## src/hdl/weighted_degree_string_similarity_defines.svh

```systemverilog
// Assertion macros shared by the weighted-degree similarity block.
`ifndef WEIGHTED_DEGREE_STRING_SIMILARITY_DEFINES_SVH
`define WEIGHTED_DEGREE_STRING_SIMILARITY_DEFINES_SVH

// Same-cycle implication, checked on clk, disabled in reset.
`define WDSS_ASSERT_NOW(label, ante, cons, msg) \
  label: assert property (@(posedge clk) disable iff (!rst_n) (ante) |-> (cons)) \
    else $error(msg);

// Next-cycle implication, checked on clk, disabled in reset.
`define WDSS_ASSERT_NEXT(label, ante, cons, msg) \
  label: assert property (@(posedge clk) disable iff (!rst_n) (ante) |=> (cons)) \
    else $error(msg);

`endif

```

## src/hdl/wdss_pkg.sv

```systemverilog
// Types, constants and codes shared by the weighted-degree similarity block.
package wdss_pkg;

  localparam int SYM_W      = 8;
  localparam int MO_W       = 6;
  localparam int SO_W       = 5;
  localparam int WO_W       = 8;
  localparam int SUM_W      = 30;
  localparam int SCORE_W    = 32;
  localparam int CFG_IDX_W  = 2;
  localparam int CFG_DATA_W = 8;
  localparam int QUO_W      = 33;
  localparam int DIV_STEPS  = 33;
  localparam int DCNT_W     = 6;

  localparam int ORDER_LIMIT_DEF  = 32;
  localparam int LENGTH_LIMIT_DEF = 65535;

  localparam logic [SUM_W-1:0]   SUM_MAX   = 30'h3FFF_FFFF;
  localparam logic [SCORE_W-1:0] SCORE_ONE = 32'h8000_0000;

  // register indexes on the configuration port
  localparam logic [CFG_IDX_W-1:0] CFG_MAX_ORDER    = 2'd0;
  localparam logic [CFG_IDX_W-1:0] CFG_START_ORDER  = 2'd1;
  localparam logic [CFG_IDX_W-1:0] CFG_WEIGHT_ORDER = 2'd2;

  localparam logic [MO_W-1:0] MAX_ORDER_RST    = 6'd8;
  localparam logic [SO_W-1:0] START_ORDER_RST  = 5'd0;
  localparam logic [WO_W-1:0] WEIGHT_ORDER_RST = 8'd8;

  typedef enum logic [2:0] {
    ST_PAIRS,
    ST_NORM,
    ST_CHECK,
    ST_DIV,
    ST_DONE
  } state_t;

  typedef struct packed {
    logic pair_en;    // take one symbol pair
    logic norm_init;  // zero the normalisation sum and index
    logic norm_step;  // add one normalisation term
    logic div_init;   // load the divider
    logic div_step;   // one quotient bit
    logic load;       // result to output register, clear string state
  } cmd_t;

  typedef struct packed {
    logic norm_done;
    logic div_skip;
    logic div_last;
  } sts_t;

endpackage

```

## src/hdl/wdss_ctrl.sv

```systemverilog
// Sequencer for pair intake, normalisation, division and result hand-off.
`include "weighted_degree_string_similarity_defines.svh"

module wdss_ctrl (
  input  logic           clk,
  input  logic           rst_n,
  input  logic           in_valid,
  input  logic           in_last_pair,
  input  logic           out_free,
  input  wdss_pkg::sts_t sts,
  output logic           in_stall,
  output wdss_pkg::cmd_t cmd
);

  wdss_pkg::state_t state_r;
  wdss_pkg::state_t state_nxt;

  always_ff @(posedge clk) begin
    if (!rst_n) begin
      state_r <= wdss_pkg::ST_PAIRS;
    end else begin
      state_r <= state_nxt;
    end
  end

  always_comb begin
    state_nxt = state_r;
    case (state_r)
      wdss_pkg::ST_PAIRS: begin
        if (in_valid && in_last_pair) state_nxt = wdss_pkg::ST_NORM;
      end
      wdss_pkg::ST_NORM: begin
        if (sts.norm_done) state_nxt = wdss_pkg::ST_CHECK;
      end
      wdss_pkg::ST_CHECK: begin
        state_nxt = sts.div_skip ? wdss_pkg::ST_DONE : wdss_pkg::ST_DIV;
      end
      wdss_pkg::ST_DIV: begin
        if (sts.div_last) state_nxt = wdss_pkg::ST_DONE;
      end
      wdss_pkg::ST_DONE: begin
        if (out_free) state_nxt = wdss_pkg::ST_PAIRS;
      end
      default: state_nxt = wdss_pkg::ST_PAIRS;
    endcase
  end

  always_comb begin
    cmd      = '0;
    in_stall = 1'b1;
    case (state_r)
      wdss_pkg::ST_PAIRS: begin
        in_stall      = 1'b0;
        cmd.pair_en   = in_valid;
        cmd.norm_init = in_valid && in_last_pair;
      end
      wdss_pkg::ST_NORM:  cmd.norm_step = !sts.norm_done;
      wdss_pkg::ST_CHECK: cmd.div_init  = 1'b1;
      wdss_pkg::ST_DIV:   cmd.div_step  = 1'b1;
      wdss_pkg::ST_DONE:  cmd.load      = out_free;
      default: ;
    endcase
  end

  `WDSS_ASSERT_NEXT(a_last_starts_norm, cmd.norm_init, state_r == wdss_pkg::ST_NORM, "last pair did not start normalisation")
  `WDSS_ASSERT_NEXT(a_div_runs_out, (state_r == wdss_pkg::ST_DIV) && !sts.div_last, state_r == wdss_pkg::ST_DIV, "division left early")
  `WDSS_ASSERT_NEXT(a_skip_to_done, (state_r == wdss_pkg::ST_CHECK) && sts.div_skip, state_r == wdss_pkg::ST_DONE, "skipped division did not finish")

endmodule

```

## src/hdl/wdss_dp.sv

```systemverilog
// Datapath: run tracking, match sum, normalisation sum and restoring divider.
module wdss_dp #(
  parameter int ORDER_LIMIT  = wdss_pkg::ORDER_LIMIT_DEF,
  parameter int LENGTH_LIMIT = wdss_pkg::LENGTH_LIMIT_DEF
) (
  input  logic                           clk,
  input  logic                           rst_n,
  input  wdss_pkg::cmd_t                 cmd,
  input  logic [wdss_pkg::MO_W-1:0]      cfg_max_order,
  input  logic [wdss_pkg::SO_W-1:0]      cfg_start_order,
  input  logic [wdss_pkg::WO_W-1:0]      cfg_weight_order,
  input  logic [wdss_pkg::SYM_W-1:0]     symbol_a,
  input  logic [wdss_pkg::SYM_W-1:0]     symbol_b,
  output wdss_pkg::sts_t                 sts,
  output logic [wdss_pkg::SCORE_W-1:0]   score_q31,
  output logic [wdss_pkg::SUM_W-1:0]     match_total,
  output logic [wdss_pkg::SUM_W-1:0]     norm_total,
  output logic                           bad_setup
);

  localparam int PW  = $clog2(LENGTH_LIMIT + 1);
  localparam int CW  = (PW > wdss_pkg::MO_W) ? PW : wdss_pkg::MO_W;
  localparam int NPW = CW + wdss_pkg::WO_W;
  localparam int NSW = ((NPW > wdss_pkg::SUM_W) ? NPW : wdss_pkg::SUM_W) + 1;
  localparam logic [wdss_pkg::MO_W:0] OLIM    = (wdss_pkg::MO_W + 1)'(ORDER_LIMIT);
  localparam logic [PW-1:0]           LEN_MAX = PW'(LENGTH_LIMIT);

  logic [wdss_pkg::MO_W-1:0]     run_r, run_nxt;
  logic [wdss_pkg::SUM_W-1:0]    acc_r, acc_nxt;
  logic [PW-1:0]                 pos_r;
  logic [wdss_pkg::MO_W-1:0]     ni_r;
  logic [wdss_pkg::SUM_W-1:0]    norm_r, norm_nxt;
  logic [wdss_pkg::SUM_W-1:0]    rem_r, rem_nxt;
  logic [wdss_pkg::QUO_W-1:0]    dq_r;
  logic [wdss_pkg::DCNT_W-1:0]   dc_r;

  logic [wdss_pkg::MO_W-1:0]     order;
  logic [wdss_pkg::MO_W:0]       run_inc;
  logic [wdss_pkg::WO_W-1:0]     hi;
  logic                          term_on;
  logic [wdss_pkg::WO_W-1:0]     n_cnt;
  logic [9:0]                    coef;
  logic [15:0]                   tprod;
  logic [wdss_pkg::SUM_W:0]      acc_sum;
  logic [CW-1:0]                 len_m;
  logic [wdss_pkg::WO_W-1:0]     f_m;
  logic                          f_gt;
  logic [NPW-1:0]                nprod;
  logic [NSW-1:0]                nsum;
  logic [wdss_pkg::SUM_W:0]      dtry;
  logic                          dge;
  logic                          acc_ge;
  logic                          bad;

  // effective order, capped at the build limit
  assign order = (({1'b0, cfg_max_order}) > OLIM) ? OLIM[wdss_pkg::MO_W-1:0] : cfg_max_order;

  // run of matching pairs
  assign run_inc = {1'b0, run_r} + 1'b1;
  always_comb begin
    if (symbol_a == symbol_b) begin
      run_nxt = (run_inc > {1'b0, order}) ? order : run_inc[wdss_pkg::MO_W-1:0];
    end else begin
      run_nxt = '0;
    end
  end

  // sum of (F - j) for j in [s, min(run, F)) as n*(2F - s - hi + 1)/2
  assign hi      = ({2'b0, run_nxt} < cfg_weight_order) ? {2'b0, run_nxt} : cfg_weight_order;
  assign term_on = hi > {3'b0, cfg_start_order};
  assign n_cnt   = hi - {3'b0, cfg_start_order};
  assign coef    = {1'b0, cfg_weight_order, 1'b0} - {5'b0, cfg_start_order}
                 - {2'b0, hi} + 10'd1;
  assign tprod   = 16'(n_cnt[wdss_pkg::MO_W-1:0]) * 16'(coef);
  assign acc_sum = {1'b0, acc_r} + (term_on ? (wdss_pkg::SUM_W + 1)'(tprod[15:1])
                                            : '0);
  assign acc_nxt = (acc_sum > {1'b0, wdss_pkg::SUM_MAX}) ? wdss_pkg::SUM_MAX
                 : acc_sum[wdss_pkg::SUM_W-1:0];

  // normalisation term (len - i) * (F - i), one per cycle
  assign sts.norm_done = (ni_r >= order) || (CW'(ni_r) >= CW'(pos_r));
  assign len_m    = CW'(pos_r) - CW'(ni_r);
  assign f_gt     = cfg_weight_order > wdss_pkg::WO_W'(ni_r);
  assign f_m      = cfg_weight_order - wdss_pkg::WO_W'(ni_r);
  assign nprod    = f_gt ? (NPW'(len_m) * NPW'(f_m)) : '0;
  assign nsum     = NSW'(norm_r) + NSW'(nprod);
  assign norm_nxt = (nsum > NSW'(wdss_pkg::SUM_MAX)) ? wdss_pkg::SUM_MAX
                  : nsum[wdss_pkg::SUM_W-1:0];

  // setup check and divider
  assign bad    = !((({1'b0, cfg_start_order}) < order)
               && (({2'b0, order}) <= cfg_weight_order));
  assign acc_ge = {2'b0, acc_r} >= {norm_r, 2'b0};
  assign sts.div_skip = bad || (norm_r == '0) || acc_ge;
  assign sts.div_last = dc_r == wdss_pkg::DCNT_W'(wdss_pkg::DIV_STEPS - 1);

  assign dtry    = {rem_r, dq_r[wdss_pkg::QUO_W-1]};
  assign dge     = dtry >= {1'b0, norm_r};
  assign rem_nxt = dge ? 30'(dtry - {1'b0, norm_r}) : dtry[wdss_pkg::SUM_W-1:0];

  always_ff @(posedge clk) begin
    if (!rst_n) begin
      run_r <= '0;
      acc_r <= '0;
      pos_r <= '0;
    end else if (cmd.load) begin
      run_r <= '0;
      acc_r <= '0;
      pos_r <= '0;
    end else if (cmd.pair_en) begin
      run_r <= run_nxt;
      acc_r <= acc_nxt;
      if (pos_r < LEN_MAX) pos_r <= pos_r + 1'b1;
    end
  end

  always_ff @(posedge clk) begin
    if (cmd.norm_init) begin
      ni_r   <= '0;
      norm_r <= '0;
    end else if (cmd.norm_step) begin
      ni_r   <= ni_r + 1'b1;
      norm_r <= norm_nxt;
    end
  end

  always_ff @(posedge clk) begin
    if (cmd.div_init) begin
      rem_r <= {2'b0, acc_r[wdss_pkg::SUM_W-1:2]};
      dq_r  <= {acc_r[1:0], 31'b0};
      dc_r  <= '0;
    end else if (cmd.div_step) begin
      rem_r <= rem_nxt;
      dq_r  <= {dq_r[wdss_pkg::QUO_W-2:0], dge};
      dc_r  <= dc_r + 1'b1;
    end
  end

  always_comb begin
    if (bad || (norm_r == '0)) begin
      score_q31 = '0;
    end else if (acc_ge || (dq_r > wdss_pkg::QUO_W'(wdss_pkg::SCORE_ONE))) begin
      score_q31 = wdss_pkg::SCORE_ONE;
    end else begin
      score_q31 = dq_r[wdss_pkg::SCORE_W-1:0];
    end
  end

  assign match_total = bad ? '0 : acc_r;
  assign norm_total  = bad ? '0 : norm_r;
  assign bad_setup   = bad;

endmodule

```

## src/hdl/weighted_degree_string_similarity.sv

```systemverilog
// Weighted-degree string similarity: one symbol pair per item, one result per string.
// Throughput: one pair per cycle while a string streams in.
// After the last pair is taken, the block runs the normalisation loop over lim =
// min(order, length) terms, a check, and the 33-step restoring divider, or skips the
// division, then loads the result into the output register once that register is free.
// Reset (rst_n low, synchronous): state, run, match sum and length cleared, registers 8/0/8.
module weighted_degree_string_similarity #(
  parameter int ORDER_LIMIT  = wdss_pkg::ORDER_LIMIT_DEF,
  parameter int LENGTH_LIMIT = wdss_pkg::LENGTH_LIMIT_DEF
) (
  input  logic                              clk,
  input  logic                              rst_n,
  // configuration writes
  input  logic                              cfg_we,
  input  logic [wdss_pkg::CFG_IDX_W-1:0]    cfg_index,
  input  logic [wdss_pkg::CFG_DATA_W-1:0]   cfg_wdata,
  // pair items
  input  logic                              in_valid,
  output logic                              in_stall,
  input  logic [wdss_pkg::SYM_W-1:0]        in_symbol_a,
  input  logic [wdss_pkg::SYM_W-1:0]        in_symbol_b,
  input  logic                              in_last_pair,
  // result items
  output logic                              out_valid,
  input  logic                              out_stall,
  output logic [wdss_pkg::SCORE_W-1:0]      out_score_q31,
  output logic [wdss_pkg::SUM_W-1:0]        out_match_total,
  output logic [wdss_pkg::SUM_W-1:0]        out_norm_total,
  output logic                              out_bad_setup
);

  logic [wdss_pkg::MO_W-1:0]    max_order_r;
  logic [wdss_pkg::SO_W-1:0]    start_order_r;
  logic [wdss_pkg::WO_W-1:0]    weight_order_r;

  wdss_pkg::cmd_t               cmd;
  wdss_pkg::sts_t               sts;
  logic                         out_free;
  logic                         out_valid_r;
  logic [wdss_pkg::SCORE_W-1:0] score_q31;
  logic [wdss_pkg::SUM_W-1:0]   match_total;
  logic [wdss_pkg::SUM_W-1:0]   norm_total;
  logic                         bad_setup;
  logic [wdss_pkg::SCORE_W-1:0] score_r;
  logic [wdss_pkg::SUM_W-1:0]   match_r;
  logic [wdss_pkg::SUM_W-1:0]   norm_r;
  logic                         bad_r;

  // configuration registers; an unknown index is ignored
  always_ff @(posedge clk) begin
    if (!rst_n) begin
      max_order_r    <= wdss_pkg::MAX_ORDER_RST;
      start_order_r  <= wdss_pkg::START_ORDER_RST;
      weight_order_r <= wdss_pkg::WEIGHT_ORDER_RST;
    end else if (cfg_we) begin
      case (cfg_index)
        wdss_pkg::CFG_MAX_ORDER:    max_order_r    <= cfg_wdata[wdss_pkg::MO_W-1:0];
        wdss_pkg::CFG_START_ORDER:  start_order_r  <= cfg_wdata[wdss_pkg::SO_W-1:0];
        wdss_pkg::CFG_WEIGHT_ORDER: weight_order_r <= cfg_wdata;
        default: ;
      endcase
    end
  end

  // output register is free when empty or being drained this cycle
  assign out_free = !out_valid_r || !out_stall;

  wdss_ctrl u_ctrl (
    .clk          (clk),
    .rst_n        (rst_n),
    .in_valid     (in_valid),
    .in_last_pair (in_last_pair),
    .out_free     (out_free),
    .sts          (sts),
    .in_stall     (in_stall),
    .cmd          (cmd)
  );

  wdss_dp #(
    .ORDER_LIMIT  (ORDER_LIMIT),
    .LENGTH_LIMIT (LENGTH_LIMIT)
  ) u_dp (
    .clk              (clk),
    .rst_n            (rst_n),
    .cmd              (cmd),
    .cfg_max_order    (max_order_r),
    .cfg_start_order  (start_order_r),
    .cfg_weight_order (weight_order_r),
    .symbol_a         (in_symbol_a),
    .symbol_b         (in_symbol_b),
    .sts              (sts),
    .score_q31        (score_q31),
    .match_total      (match_total),
    .norm_total       (norm_total),
    .bad_setup        (bad_setup)
  );

  // result register: holds while stalled, new pairs may stream meanwhile
  always_ff @(posedge clk) begin
    if (!rst_n) begin
      out_valid_r <= 1'b0;
    end else if (cmd.load) begin
      out_valid_r <= 1'b1;
    end else if (!out_stall) begin
      out_valid_r <= 1'b0;
    end
  end

  always_ff @(posedge clk) begin
    if (cmd.load) begin
      score_r <= score_q31;
      match_r <= match_total;
      norm_r  <= norm_total;
      bad_r   <= bad_setup;
    end
  end

  assign out_valid       = out_valid_r;
  assign out_score_q31   = score_r;
  assign out_match_total = match_r;
  assign out_norm_total  = norm_r;
  assign out_bad_setup   = bad_r;

endmodule

```

## config.mk

```make
export PLATFORM = sky130hd
export DESIGN_NAME = weighted_degree_string_similarity
export DESIGN_NICKNAME = d
export VERILOG_FILES = /design/src/hdl/wdss_pkg.sv /design/src/hdl/wdss_ctrl.sv /design/src/hdl/wdss_dp.sv /design/src/hdl/weighted_degree_string_similarity.sv
export VERILOG_INCLUDE_DIRS = /design/src /design/src/hdl
export SDC_FILE = /design/constraint.sdc
export NUM_CORES = 1
export LEC_CHECK = 0
export BUFFER_PORTS_ARGS = -buffer_cell sky130_fd_sc_hd__buf_2
export CORE_MARGIN = 5
export CORE_UTILIZATION = 30
export CTS_CLUSTER_DIAMETER = 30
export DETAILED_ROUTE_END_ITERATION = 10
export GPL_TIMING_DRIVEN = 1
export SYNTH_ARGS = -nofsm -noshare
export SYNTH_HDL_FRONTEND = slang
export SYNTH_SLANG_ARGS = --single-unit
```

## constraint.sdc

```tcl
create_clock -name clk -period 10 [get_ports clk]
set_input_delay 0.5 -clock clk [delete_from_list [all_inputs] [get_ports clk]]
set_output_delay 0.5 -clock clk [all_outputs]
set_load 0.01 [all_outputs]
```

* Word-level counts from Yosys, hierarchy flattened
Cells that the tools add are included.
** Operators by class
- Add/subtract/negate cells :: 13
- Reduce and logical (&&, ||, !) cells :: 22
- Eq/ne operators :: 13
- Mux-type cells :: 28
- Order comparisons :: 15
- Bitwise gates (word level) :: 1
- $mul :: 2
** Operators by type and width (number)
- $mux 30 :: 3
- $mux 33 :: 2
- $gt 31x30->1 const B :: 2
- $mux 28 :: 2
- $gt 33x32->1 const B :: 1
- $ge 30x32->1 :: 1
- $mux 32 :: 1
- $add 30x24->31 :: 1
- $add 30x31->31 :: 1
- $ge 31x30->1 :: 1
- $logic_not 30->1 :: 1
- $sub 30x30->30 :: 1
- $mul 16x8->24 :: 1
- $mux 24 :: 1
- $mux 6 :: 3
- $add 16x1->16 const B :: 1
- $ge 6x16->1 :: 1
- $lt 16x16->1 const B :: 1
- $mul 6x10->16 :: 1
- $sub 16x6->16 :: 1
- $mux 15 :: 1
- $mux 3 :: 5
- $pmux 3 s5 :: 1
- $add 6x1->6 const B :: 2
- 36 further kinds :: 58
** Word-level totals
- Register bits :: 273
- Bits of input ports :: 32
- Word-level logic and storage cells :: 114

* Logic depth before layout (Yosys ltp)
Gate-level depths: netlist of run 1.
- Word-level depth :: 14
- Gate-level depth with buffers :: 52
- Mapped depth without buffers :: 51

* By module
Synthesis of run 1 repeated with hierarchy kept, for this count alone.
** Unflattened totals
- Cell total of the unflattened synthesis :: 2558
- Area, all modules :: 23020.8 um^2
** By module, submodules not included
- wdss_dp :: instances 1, area an instance 19193.4 um^2, sequential area each 3443.3 um^2, cells each 2355
- weighted_degree_string_similarity :: instances 1, area an instance 3570.9 um^2, sequential area each 3193.1 um^2, cells each 170
- wdss_ctrl :: instances 1, area an instance 256.5 um^2, sequential area each 60.1 um^2, cells each 33

* Worst setup path after synthesis of run 1
Ideal clock, no wire load.
- Path type :: register -> register
- From :: register u_dp.run_r[0] in the netlist's numbering
- To :: register u_dp.acc_r[21] in the netlist's numbering
- Buffers on the path :: 2
- Library setup time :: 0.119 ns
- Period minus slack after synthesis :: 10.860 ns
- Slack :: -0.860 ns
- Arrival time :: 10.741 ns
- Data required time :: 9.881 ns
- Cell stages (with the launch flop) :: 51
- Cells stage by stage :: dfxtp_1 ha_1 nand3_1 xnor2_1 ha_1 a211oi_1 a21oi_1 nor2_1 nor2_1 a21oi_1 nor2_1 ha_1 a211o_1 a211oi_1 nor4b_1 o21a_1 buf_2 mux2_1 [... 15 more ...] inv_1 ha_1 and3_1 a21oi_1 o21ai_0 nor2_1 xor2_1 a21oi_1 ha_1 a21o_1 a21o_1 a21o_1 a21oi_1 o21ai_1 nand2_1 clkbuf_1 nand4_1 o221a_2
** Between the ends
- Longest elaborated chain between the ends :: 13
- Elaborated cells on any way between the ends :: 15
** RTL lines
- from (decl) :: RTL line wdss_dp.sv:28 : logic [wdss_pkg::MO_W-1:0] run_r, run_nxt;
- from (signal assigned) :: RTL line wdss_dp.sv:111 : run_r <= run_nxt;
- $add 6x1->7 (*) :: RTL line wdss_dp.sv:59 : assign run_inc = {1'b0, run_r} + 1'b1;
- $gt 7x6->1 :: RTL line wdss_dp.sv:62 : run_nxt = (run_inc > {1'b0, order}) ? order : run_inc[wdss_pkg::MO_W-1:0];
- $mux 6 (*) :: RTL line wdss_dp.sv:62
- $mux 6 (*) :: RTL line wdss_dp.sv:61 : if (symbol_a == symbol_b) begin
- net u_dp.run_nxt (one bit) :: RTL line wdss_dp.sv:28
- $lt 6x8->1 :: RTL line wdss_dp.sv:69 : assign hi = ({2'b0, run_nxt} < cfg_weight_order) ? {2'b0, run_nxt} : cfg_weight_order;
- $mux 8 (*) :: RTL line wdss_dp.sv:69
- $sub 10x8->10 :: RTL line wdss_dp.sv:73 : - {2'b0, hi} + 10'd1;
- $add 10x1->10 :: RTL line wdss_dp.sv:73
- $mul 6x10->16 :: RTL line wdss_dp.sv:74 : assign tprod = 16'(n_cnt[wdss_pkg::MO_W-1:0]) * 16'(coef);
- $mux 15 (*) :: RTL line wdss_dp.sv:75 : assign acc_sum = {1'b0, acc_r} + (term_on ? (wdss_pkg::SUM_W + 1)'(tprod[15:1])
- $add 30x31->31 (*) :: RTL line wdss_dp.sv:75
- $gt 31x30->1 :: RTL line wdss_dp.sv:77 : assign acc_nxt = (acc_sum > {1'b0, wdss_pkg::SUM_MAX}) ? wdss_pkg::SUM_MAX
- $mux 30 (*) :: RTL line wdss_dp.sv:77
- to (signal assigned) :: RTL line wdss_dp.sv:112 : acc_r <= acc_nxt;
- to (decl) :: RTL line wdss_dp.sv:29 : logic [wdss_pkg::SUM_W-1:0] acc_r, acc_nxt;
Mark *: on every way through the listed nets, which the timed path passes. The rest lies on a longest branch.
A chain may end at the register's enable or synchronous reset.

* Final worst setup path of run 1
- From :: register u_dp.run_r[0] in the netlist's numbering
- To :: register u_dp.acc_r[27] in the netlist's numbering
The elaborated chain is that of the path after synthesis.

==> results of run 1 <==
[worst max-delay path, delay by kind of cell, from the launching register on]
| family | cells | cell delay, ps |
|---|---|---|
| AO/OA/AOI/OAI | 22 | 3900 |
| XOR/XNOR | 3 | 410 |
| adder cells (fa/ha/maj) | 10 | 3640 |
| buffers and inverters | 5 | 470 |
| flip-flops | 1 | 350 |
| multiplexers | 1 | 330 |
| AND/OR/NAND/NOR | 9 | 1000 |
[cell families after synthesis]
kind of cell               synth area share
AOI/OAI and AO/OA                     0.151
adders and majority gates             0.232
buffers and inverters                0.0576
other                              0.000162
xor gates and xnor gates             0.0563
DFF                                   0.289
and+or+nand+nor                       0.195
muxes                                0.0190
[registers in the layout, indices dropped and copies added (netlist names), 8 cells and up]
| name | flops |
|---|---|
| out_score_q31 | 32 |
| u_dp.norm_r | 30 |
| u_dp.acc_r | 30 |
| u_dp.rem_r | 30 |
| u_dp.pos_r | 16 |
| weight_order_r | 8 |
| out_match_total | 30 |
| out_norm_total | 30 |
| u_dp.dq_r | 33 |
[stage by stage]
step,instance area (um^2),total power [uW]
2_1_floorplan,23300,4270
3_3_place_gp,25800,5230
3_5_place_dp,25800,5250
4_1_cts,28000,7350
5_1_grt,28500,7960
6_report,28500,7380
[per-layer routing]
metal,GRT usage,vias to the layer above
met5,0,-
met4,0.0358,0
met3,0.0249,97
met2,0.240,554
met1,0.219,9330
li1,-,9690
[power by group]
part | internal (uW) | switching (uW)
Sequential | 1380 | 150
Combinational | 1520 | 2270
Clock | 1370 | 694
Total | 4260 | 3120
[how the worst max path moves through the flow]
stage / startpoint / endpoint / slack, ps / depth (start not counted)
6_report: u_dp.run_r[0] / u_dp.acc_r[27] / -170 / 50
4_1_cts: u_dp.run_r[1] / u_dp.acc_r[27] / 0.7 / 50
3_5_place_dp: u_dp.run_r[1] / u_dp.acc_r[27] / -280 / 49
5_1_grt: u_dp.run_r[0] / u_dp.acc_r[21] / -630 / 48
2_1_floorplan: u_dp.run_r[1] / u_dp.acc_r[28] / 10 / 51
3_3_place_gp: u_dp.run_r[1] / u_dp.acc_r[27] / -70 / 51
[layout by cell type, fill, tap and decap left out, types with 70 or more instances in the layout]
master	netlist	final
nor2_1	257	253
nand2_1	282	279
inv_1	261	253
xnor2_1	78	73
dfxtp_1	150	146
buf_4	1	133
and2_1	92	89
fa_1	127	127
o21ai_0	96	92
edfxtp_1	123	123
ha_1	226	216
buf_2	1	126
nand3_1	73	70
a21oi_1	131	112
xor2_1	71	70
[what timing repair did]
action | in CTS | in global routing
gates cloned | 0 | 1
endpoints found under the setup margin | 30 | 30
pin swaps | 13 | 81
setup buffers | 4 | 17
gates resized for setup | 11 | 68
[area by class of cell]
| type | count | share of cell area |
|---|---|---|
| multi-input cells | 2022 | 0.549 |
| flip-flops and latches | 273 | 0.235 |
| inverters | 263 | 0.0346 |
| clock buffers | 70 | 0.0562 |
| well taps | 1030 | 0.0452 |
| repair buffers | 266 | 0.0599 |
| clock inverters | 44 | 0.0196 |
==> flow_summary.toml, run 1 <==
[outcome]
status = "finished, violations left"
violations = "negative setup slack"

[timing]
relSlewSlack = 0.198
skew_ps = 48.5
period_minus_slack_ps = 10170
fmax_mhz = 98.3
worstMarginPinSlew_ps = 1200
drv_slew = 0
hold_ws_ps = 151
rsz0062_at_grt = "yes"
period_share = 1.02
timing.final.ws_setup_ps = -173
hold_viol = 0
setup-violations-final = 27
setup-tns-final_ps = -1550

[synthesis]
synth_ff_type = "dfxtp_1"
ys_ff_latch = 273
yosys.area.top_type = "edfxtp_1"
synth_cell_types = 83
synth.cell_area_um2 = 23200
syn_inst = 2645
yosys_warnings = 0
synth_common_cells = "nand2_1, inv_1, nor2_1, ha_1, dfxtp_1"
avgSynthCellArea_um2 = 8.76
synth_edf_count = 123
yosysMostFrequentCell = "nand2_1"
synthArstFlopShare = 0
yosys.area.top_type_share = 0.159
ys_seq_area_frac = 0.289
yosys-top-cells-area = "edfxtp_1, dfxtp_1, ha_1, fa_1, nand2_1"

[global_routing]
grtUsageTotal = 0.153
antenna_found_initial = 0
grt_start_max_net_pins = 72
overflow = 0
grt_pass1_vias = 18760
grt_pass1_wl_um = 103000

[routing]
wirelength_um = 65200
viasPerCell = 4.96
wl_per_cell_um = 16.4
met1_length_um = 30800
met2RoutedLength_um = 28500
drt_pass1_iterations = 7
drt_first_iter_violations = 1375
drc_errors = 0
ant_nets = 0
route.met3.wl_um = 4300
vias = 19671
top_layer_used = "met4"

[hold_path]
hold_depth = 3
hold_path_class = "in -> reg"
min_from = "cfg_wdata[6]"
hold_end = "weight_order_r[6]"

[clock_network]
cts_root_buf = "clkbuf_16"
clkSinkCount = 273
htreeDepth = 2
cts_hold_buf = 0
cts_tree = "yes"
clock_latency_ps = 620
clk_path_buf_depth = 3
cts_buffers = 60
cts.clk_slew.worst_paths_ps = 50

[cells_and_area]
fin_nets = 3271
multi_input_area_um2 = 15700
syn_to_final_growth_pct = 23.1
finish.utilization = 0.374
finalNonFillerCells = 3968
post_route_cells_drive_above_1_share = 0.167
final-seq-area_um2 = 6700
fillers = 7667
antenna_cells = 0

[floorplanning]
die_x_um = 288
ios = 127
rows = 101
start_util = 0.304
core_area_um2 = 76200
chipHeight_um = 288
dieArea_um2 = 82900

[critical_path]
required_ps = 10500
crit_path_end_kind = "flop"
slowest_stage = "fa_1"
crit_top_cell = "a21oi_2"
critPathKind = "reg -> reg"
critPathMaxStageDelay_ps = 520
start_kind = "flop"
rrSetupSlack_ps = -170
r2r_start = "u_dp.run_r[0]"
timing.rr.end = "u_dp.acc_r[27]"
r2r_cells = 50
critical_path.max_fanout = 6
worstPathArrival_ps = 10670

[placed_design]
port_buffers = 126
pre_cts_ws_ps = -282
routabilityCongestion = 0.929
dp.cells = 3832
dp_hpwl_um = 50400

[job]
maxCapViolCount = 0

[power_and_ir_drop]
powerDensity_nw_per_um2 = 259
peakVddDrop_v = 0.000137
power_leakage_uw = 0.0128
Note: power is estimated with default switching activity, not from simulation.
==> inputs of run 2 (changes only) <==
--- a/config.mk
+++ b/config.mk
@@ -6,6 +6,7 @@
 export SDC_FILE = /design/constraint.sdc
 export NUM_CORES = 1
 export LEC_CHECK = 0
+export ABC_AREA = 1
 export BUFFER_PORTS_ARGS = -buffer_cell sky130_fd_sc_hd__buf_2
 export CORE_MARGIN = 5
 export CORE_UTILIZATION = 30
==> flow_summary.toml, run 2 <==
[outcome]
status = "finished, final reports clean"

[critical_path]
start_kind = "flop"
slowest_stage = "fa_1"
crit_top_cell = "nand2_1"
worstPathArrival_ps = 10160
critPathKind = "reg -> reg"
critPathMaxStageDelay_ps = 520
required_ps = 10490
critical_path.max_fanout = 7
crit_path_end_kind = "flop"

[clock_network]
clock_latency_ps = 600
cts_hold_buf = 0
cts_root_buf = "clkbuf_16"
cts_tree = "yes"
clk_path_buf_depth = 3
clkSinkCount = 273
cts.clk_slew.worst_paths_ps = 50
htreeDepth = 3
cts_buffers = 68

[global_routing]
overflow = 0
antenna_found_initial = 0
grtUsageTotal = 0.157
grt_pass1_wl_um = 106000
grt_start_max_net_pins = 67
grt_pass1_vias = 20217

[timing]
drv_slew = 0
skew_ps = 43.1
period_minus_slack_ps = 9670
fmax_mhz = 103
worstMarginPinSlew_ps = 1210
setup-tns-final_ps = 0
setup-violations-final = 0
hold_viol = 0
rsz0062_at_grt = "yes"
relSlewSlack = 0.191
period_share = 0.967
hold_ws_ps = 168

[synthesis]
yosys.area.top_type_share = 0.160
synth_edf_count = 123
yosys.area.top_type = "edfxtp_1"
synth_common_cells = "inv_1, nand2_1, nor2_1, a21oi_1, ha_1"
ys_ff_latch = 273
synth.cell_area_um2 = 23100
synthArstFlopShare = 0
yosys_warnings = 0
ys_seq_area_frac = 0.290
avgSynthCellArea_um2 = 7.80
synth_cell_types = 58
yosys-top-cells-area = "edfxtp_1, dfxtp_1, ha_1, fa_1, inv_1"
syn_inst = 2959
synth_ff_type = "dfxtp_1"
yosysMostFrequentCell = "inv_1"

[cells_and_area]
final-seq-area_um2 = 6710
fin_nets = 3573
antenna_cells = 0
final_cell_mix = "inv_1, nand2_1, nor2_1"
regMostFlops = "u_dp.dq_r"
syn_to_final_growth_pct = 23.7
largest_reg_flops = 33
post_route_cells_drive_above_1_share = 0.161
fillers = 7855
finalNonFillerCells = 4273
layout_commonest_cell = "inv_1"
multi_input_area_um2 = 14800

[placed_design]
dp.cells = 4134
dp_hpwl_um = 52000
routabilityCongestion = 0.926
port_buffers = 126

[routing]
drt_pass1_iterations = 6
vias = 20607
wl_per_cell_um = 15.7
viasPerCell = 4.82
drc_errors = 0
wirelength_um = 67000
ant_nets = 0
drt_first_iter_violations = 1205

[hold_path]
hold_path_class = "in -> reg"

[floorplanning]
die_x_um = 287
rows = 101
start_util = 0.303
ios = 127
dieArea_um2 = 82500
core_area_um2 = 76100
chipHeight_um = 287

[job]
maxCapViolCount = 0
run 2: cell count changes after synthesis, sizes merged, moves of 41 or more:
cell,before,now
inv,263,524
a31oi,65,11
nand2,283,431
o21ai,106,213
a21oi,131,258
and2,92,2
nand2b,41,0
nor2,257,357
a21o,63,6
run 2: timing repair:
item	4_1_cts	5_1_grt
endpoints found under the setup margin	30	30
cloned	0	1
setup buffers	0	14
pin swaps	0	75
gates resized for setup	8	146
run 2: layout make-up:
cell class                      count  share of cell area
Clock inverter                     46              0.0206
Sequential cell                   273               0.235
Clock buffer                       79              0.0632
Tap cell                         1030              0.0452
Timing Repair Buffer              225              0.0495
Multi-Input combinational cell   2093               0.517
Inverter                          527              0.0695
run 2: layer usage:
metal | track usage | up-vias | wire length (um) | part of all wire
met5 | 0 | - | 0 | 0
met4 | 0.0455 | 0 | 1690 | 0.025
met3 | 0.0305 | 104 | 4410 | 0.066
met2 | 0.245 | 588 | 29300 | 0.44
met1 | 0.221 | 9665 | 31600 | 0.47
li1 | - | 10250 | - | -
run 2: path summary, 6_finish.rpt:
check | from | cells after the start | slack [ps] | end
worst min-delay path | cfg_wdata[3] | 3 | 170 | max_order_r[3]
worst max-delay path | u_dp.run_r[1] | 69 | 330 | u_dp.acc_r[15]
worst min register to register | max_order_r[2] | 2 | 470 | max_order_r[2]
worst max register to register | u_dp.run_r[1] | 69 | 330 | u_dp.acc_r[15]
run 2: critical path: cells and delay by family, from the launching register on:
kind | cells | cell delay [ps]
AO/OA/AOI/OAI | 12 | 1580
XOR/XNOR | 2 | 280
adder cells (fa/ha/maj) | 10 | 3500
buffers and inverters | 11 | 780
flip-flops | 1 | 380
AND/OR/NAND/NOR | 34 | 2990
run 2: cell families after synthesis:
family          synth area share
compound gates             0.146
fa+ha+maj                  0.233
simple gates               0.190
other cells             0.000163
xor+xnor                  0.0414
buf+inv                   0.0989
flops                      0.290
run 2: stage by stage:
stage          instance area [um^2]  utilization  setup slack, ps
6_report                      28500        0.375              330
5_1_grt                       28500        0.375             -313
4_1_cts                       27800        0.365             13.2
3_5_place_dp                  25400        0.333             -115
3_3_place_gp                  25400        0.333             74.2
2_1_floorplan                 23100            -              142
Power of run 2 is left out: the tool's default activity adds up to more than one toggle a clock period on the data nets, which glitch-free logic cannot reach.
==> inputs of run 3 (changes only) <==
--- a/config.mk
+++ b/config.mk
@@ -8,7 +8,7 @@
 export LEC_CHECK = 0
 export ABC_AREA = 1
 export BUFFER_PORTS_ARGS = -buffer_cell sky130_fd_sc_hd__buf_2
-export CORE_MARGIN = 5
+export CORE_MARGIN = 2
 export CORE_UTILIZATION = 30
 export CTS_CLUSTER_DIAMETER = 30
 export DETAILED_ROUTE_END_ITERATION = 10
==> flow_summary.toml, run 3 (synthesis gave the netlist of run 2 again) <==
[clock_network]
cts.clk_slew.worst_paths_ps = 40
clock_latency_ps = 610
cts_hold_buf = 0
clkSinkCount = 273
cts_tree = "yes"
cts_root_buf = "clkbuf_16"
htreeDepth = 3
clk_path_buf_depth = 3
cts_buffers = 69

[global_routing]
overflow = 0
grt_start_max_net_pins = 68
antenna_found_initial = 0
grtUsageTotal = 0.166
grt_pass1_wl_um = 105000
grt_pass1_vias = 19779

[cells_and_area]
largest_reg_flops = 33
regMostFlops = "u_dp.dq_r"
layout_commonest_cell = "inv_1"
syn_to_final_growth_pct = 23.1
finish.utilization = 0.373
finish.instance_area_um2 = 28400
fillers = 7890
fin_nets = 3559
antenna_cells = 0
post_route_cells_drive_above_1_share = 0.157
final_cell_mix = "inv_1, nand2_1, nor2_1"

[critical_path]
slowest_stage = "fa_1"
start_kind = "flop"
rrSetupSlack_ps = 300
path_delay_family = "adder cells"
critPathBufInv = 12
crit_path_end_kind = "flop"
critical_path.max_fanout = 8
critPathKind = "reg -> reg"
required_ps = 10480
worstPathArrival_ps = 10190
timing.rr.end = "u_dp.acc_r[29]"
r2r_start = "u_dp.run_r[0]"
r2r_cells = 62
critPathMaxStageDelay_ps = 540

[timing]
period_minus_slack_ps = 9700
setup-tns-final_ps = 0
rsz0062_at_grt = "yes"
setup-violations-final = 0
drv_slew = 0
skew_ps = 37.7
hold_ws_ps = 187
period_share = 0.970
fmax_mhz = 103
hold_viol = 0
worstMarginPinSlew_ps = 1150
relSlewSlack = 0.234

[floorplanning]
core_area_um2 = 76100
chipHeight_um = 281
start_util = 0.303
die_x_um = 281
rows = 101
ios = 127
dieArea_um2 = 79100

[hold_path]
hold_path_class = "in -> reg"
min_from = "cfg_wdata[0]"
hold_end = "start_order_r[0]"
hold_depth = 3

[routing]
drt_first_iter_violations = 1529
wirelength_um = 66900
vias = 20641
drc_errors = 0
ant_nets = 0
viasPerCell = 4.85
drt_pass1_iterations = 5
wl_per_cell_um = 15.7

[placed_design]
port_buffers = 126
dp_hpwl_um = 51300
dpl_cell_area_um2 = 25200
routabilityCongestion = 0.938

[outcome]
status = "finished, final reports clean"

[job]
maxCapViolCount = 0
==> run 3: metrics by stage <==
stage / instances / setup WS [ps]
4_1_cts: 4238 / 17.6
2_1_floorplan: 2960 / 142
3_3_place_gp: 4111 / 32.9
5_1_grt: 4260 / -254
3_5_place_dp: 4111 / -147
6_report: 4260 / 297
==> run 3: how the worst max path moves through the flow <==
| stage | slack (ps) | endpoint | depth (start not counted) | start |
|---|---|---|---|---|
| after floorplan | 140 | u_dp.acc_r[11] | 61 | u_dp.run_r[0] |
| after global placement | 30 | u_dp.acc_r[29] | 61 | u_dp.run_r[0] |
| after detailed placement | -150 | u_dp.acc_r[29] | 59 | u_dp.run_r[0] |
| after CTS | 20 | u_dp.acc_r[29] | 64 | u_dp.run_r[0] |
| after global routing | -250 | u_dp.acc_r[16] | 66 | u_dp.run_r[1] |
| final | 300 | u_dp.acc_r[29] | 62 | u_dp.run_r[0] |
==> run 3: final cells by class <==
type                       count  area, um^2  area share
multi-input combinational   2093       14700       0.518
sequential                   273        6710       0.236
inverter                     527        1990      0.0701
clock buffer                  90        1910      0.0672
timing repair buffer         210        1330      0.0468
tap                         1030        1290      0.0454
clock inverter                37         470      0.0166
==> run 3: layer usage <==
metal  vias up  global-route usage  part of all wire
li1      10210                   -                 -
met1      9749               0.233              0.47
met2       582               0.261              0.44
met3       100              0.0335             0.066
met4         0              0.0409             0.022
met5         -                   0                 0
==> run 3: tightest hold or removal path, cell delays in order <==
cell    delay (ps)
buf_2          110
nor2_1          50
nor2_1          80
==> run 3: what timing repair did <==
item | CTS | global route
cloned | 0 | 3
pin swaps | 0 | 74
gates resized for setup | 7 | 142
endpoints found under the setup margin | 21 | 30
setup buffers | 0 | 19
Power of run 3 is left out for the same reason.
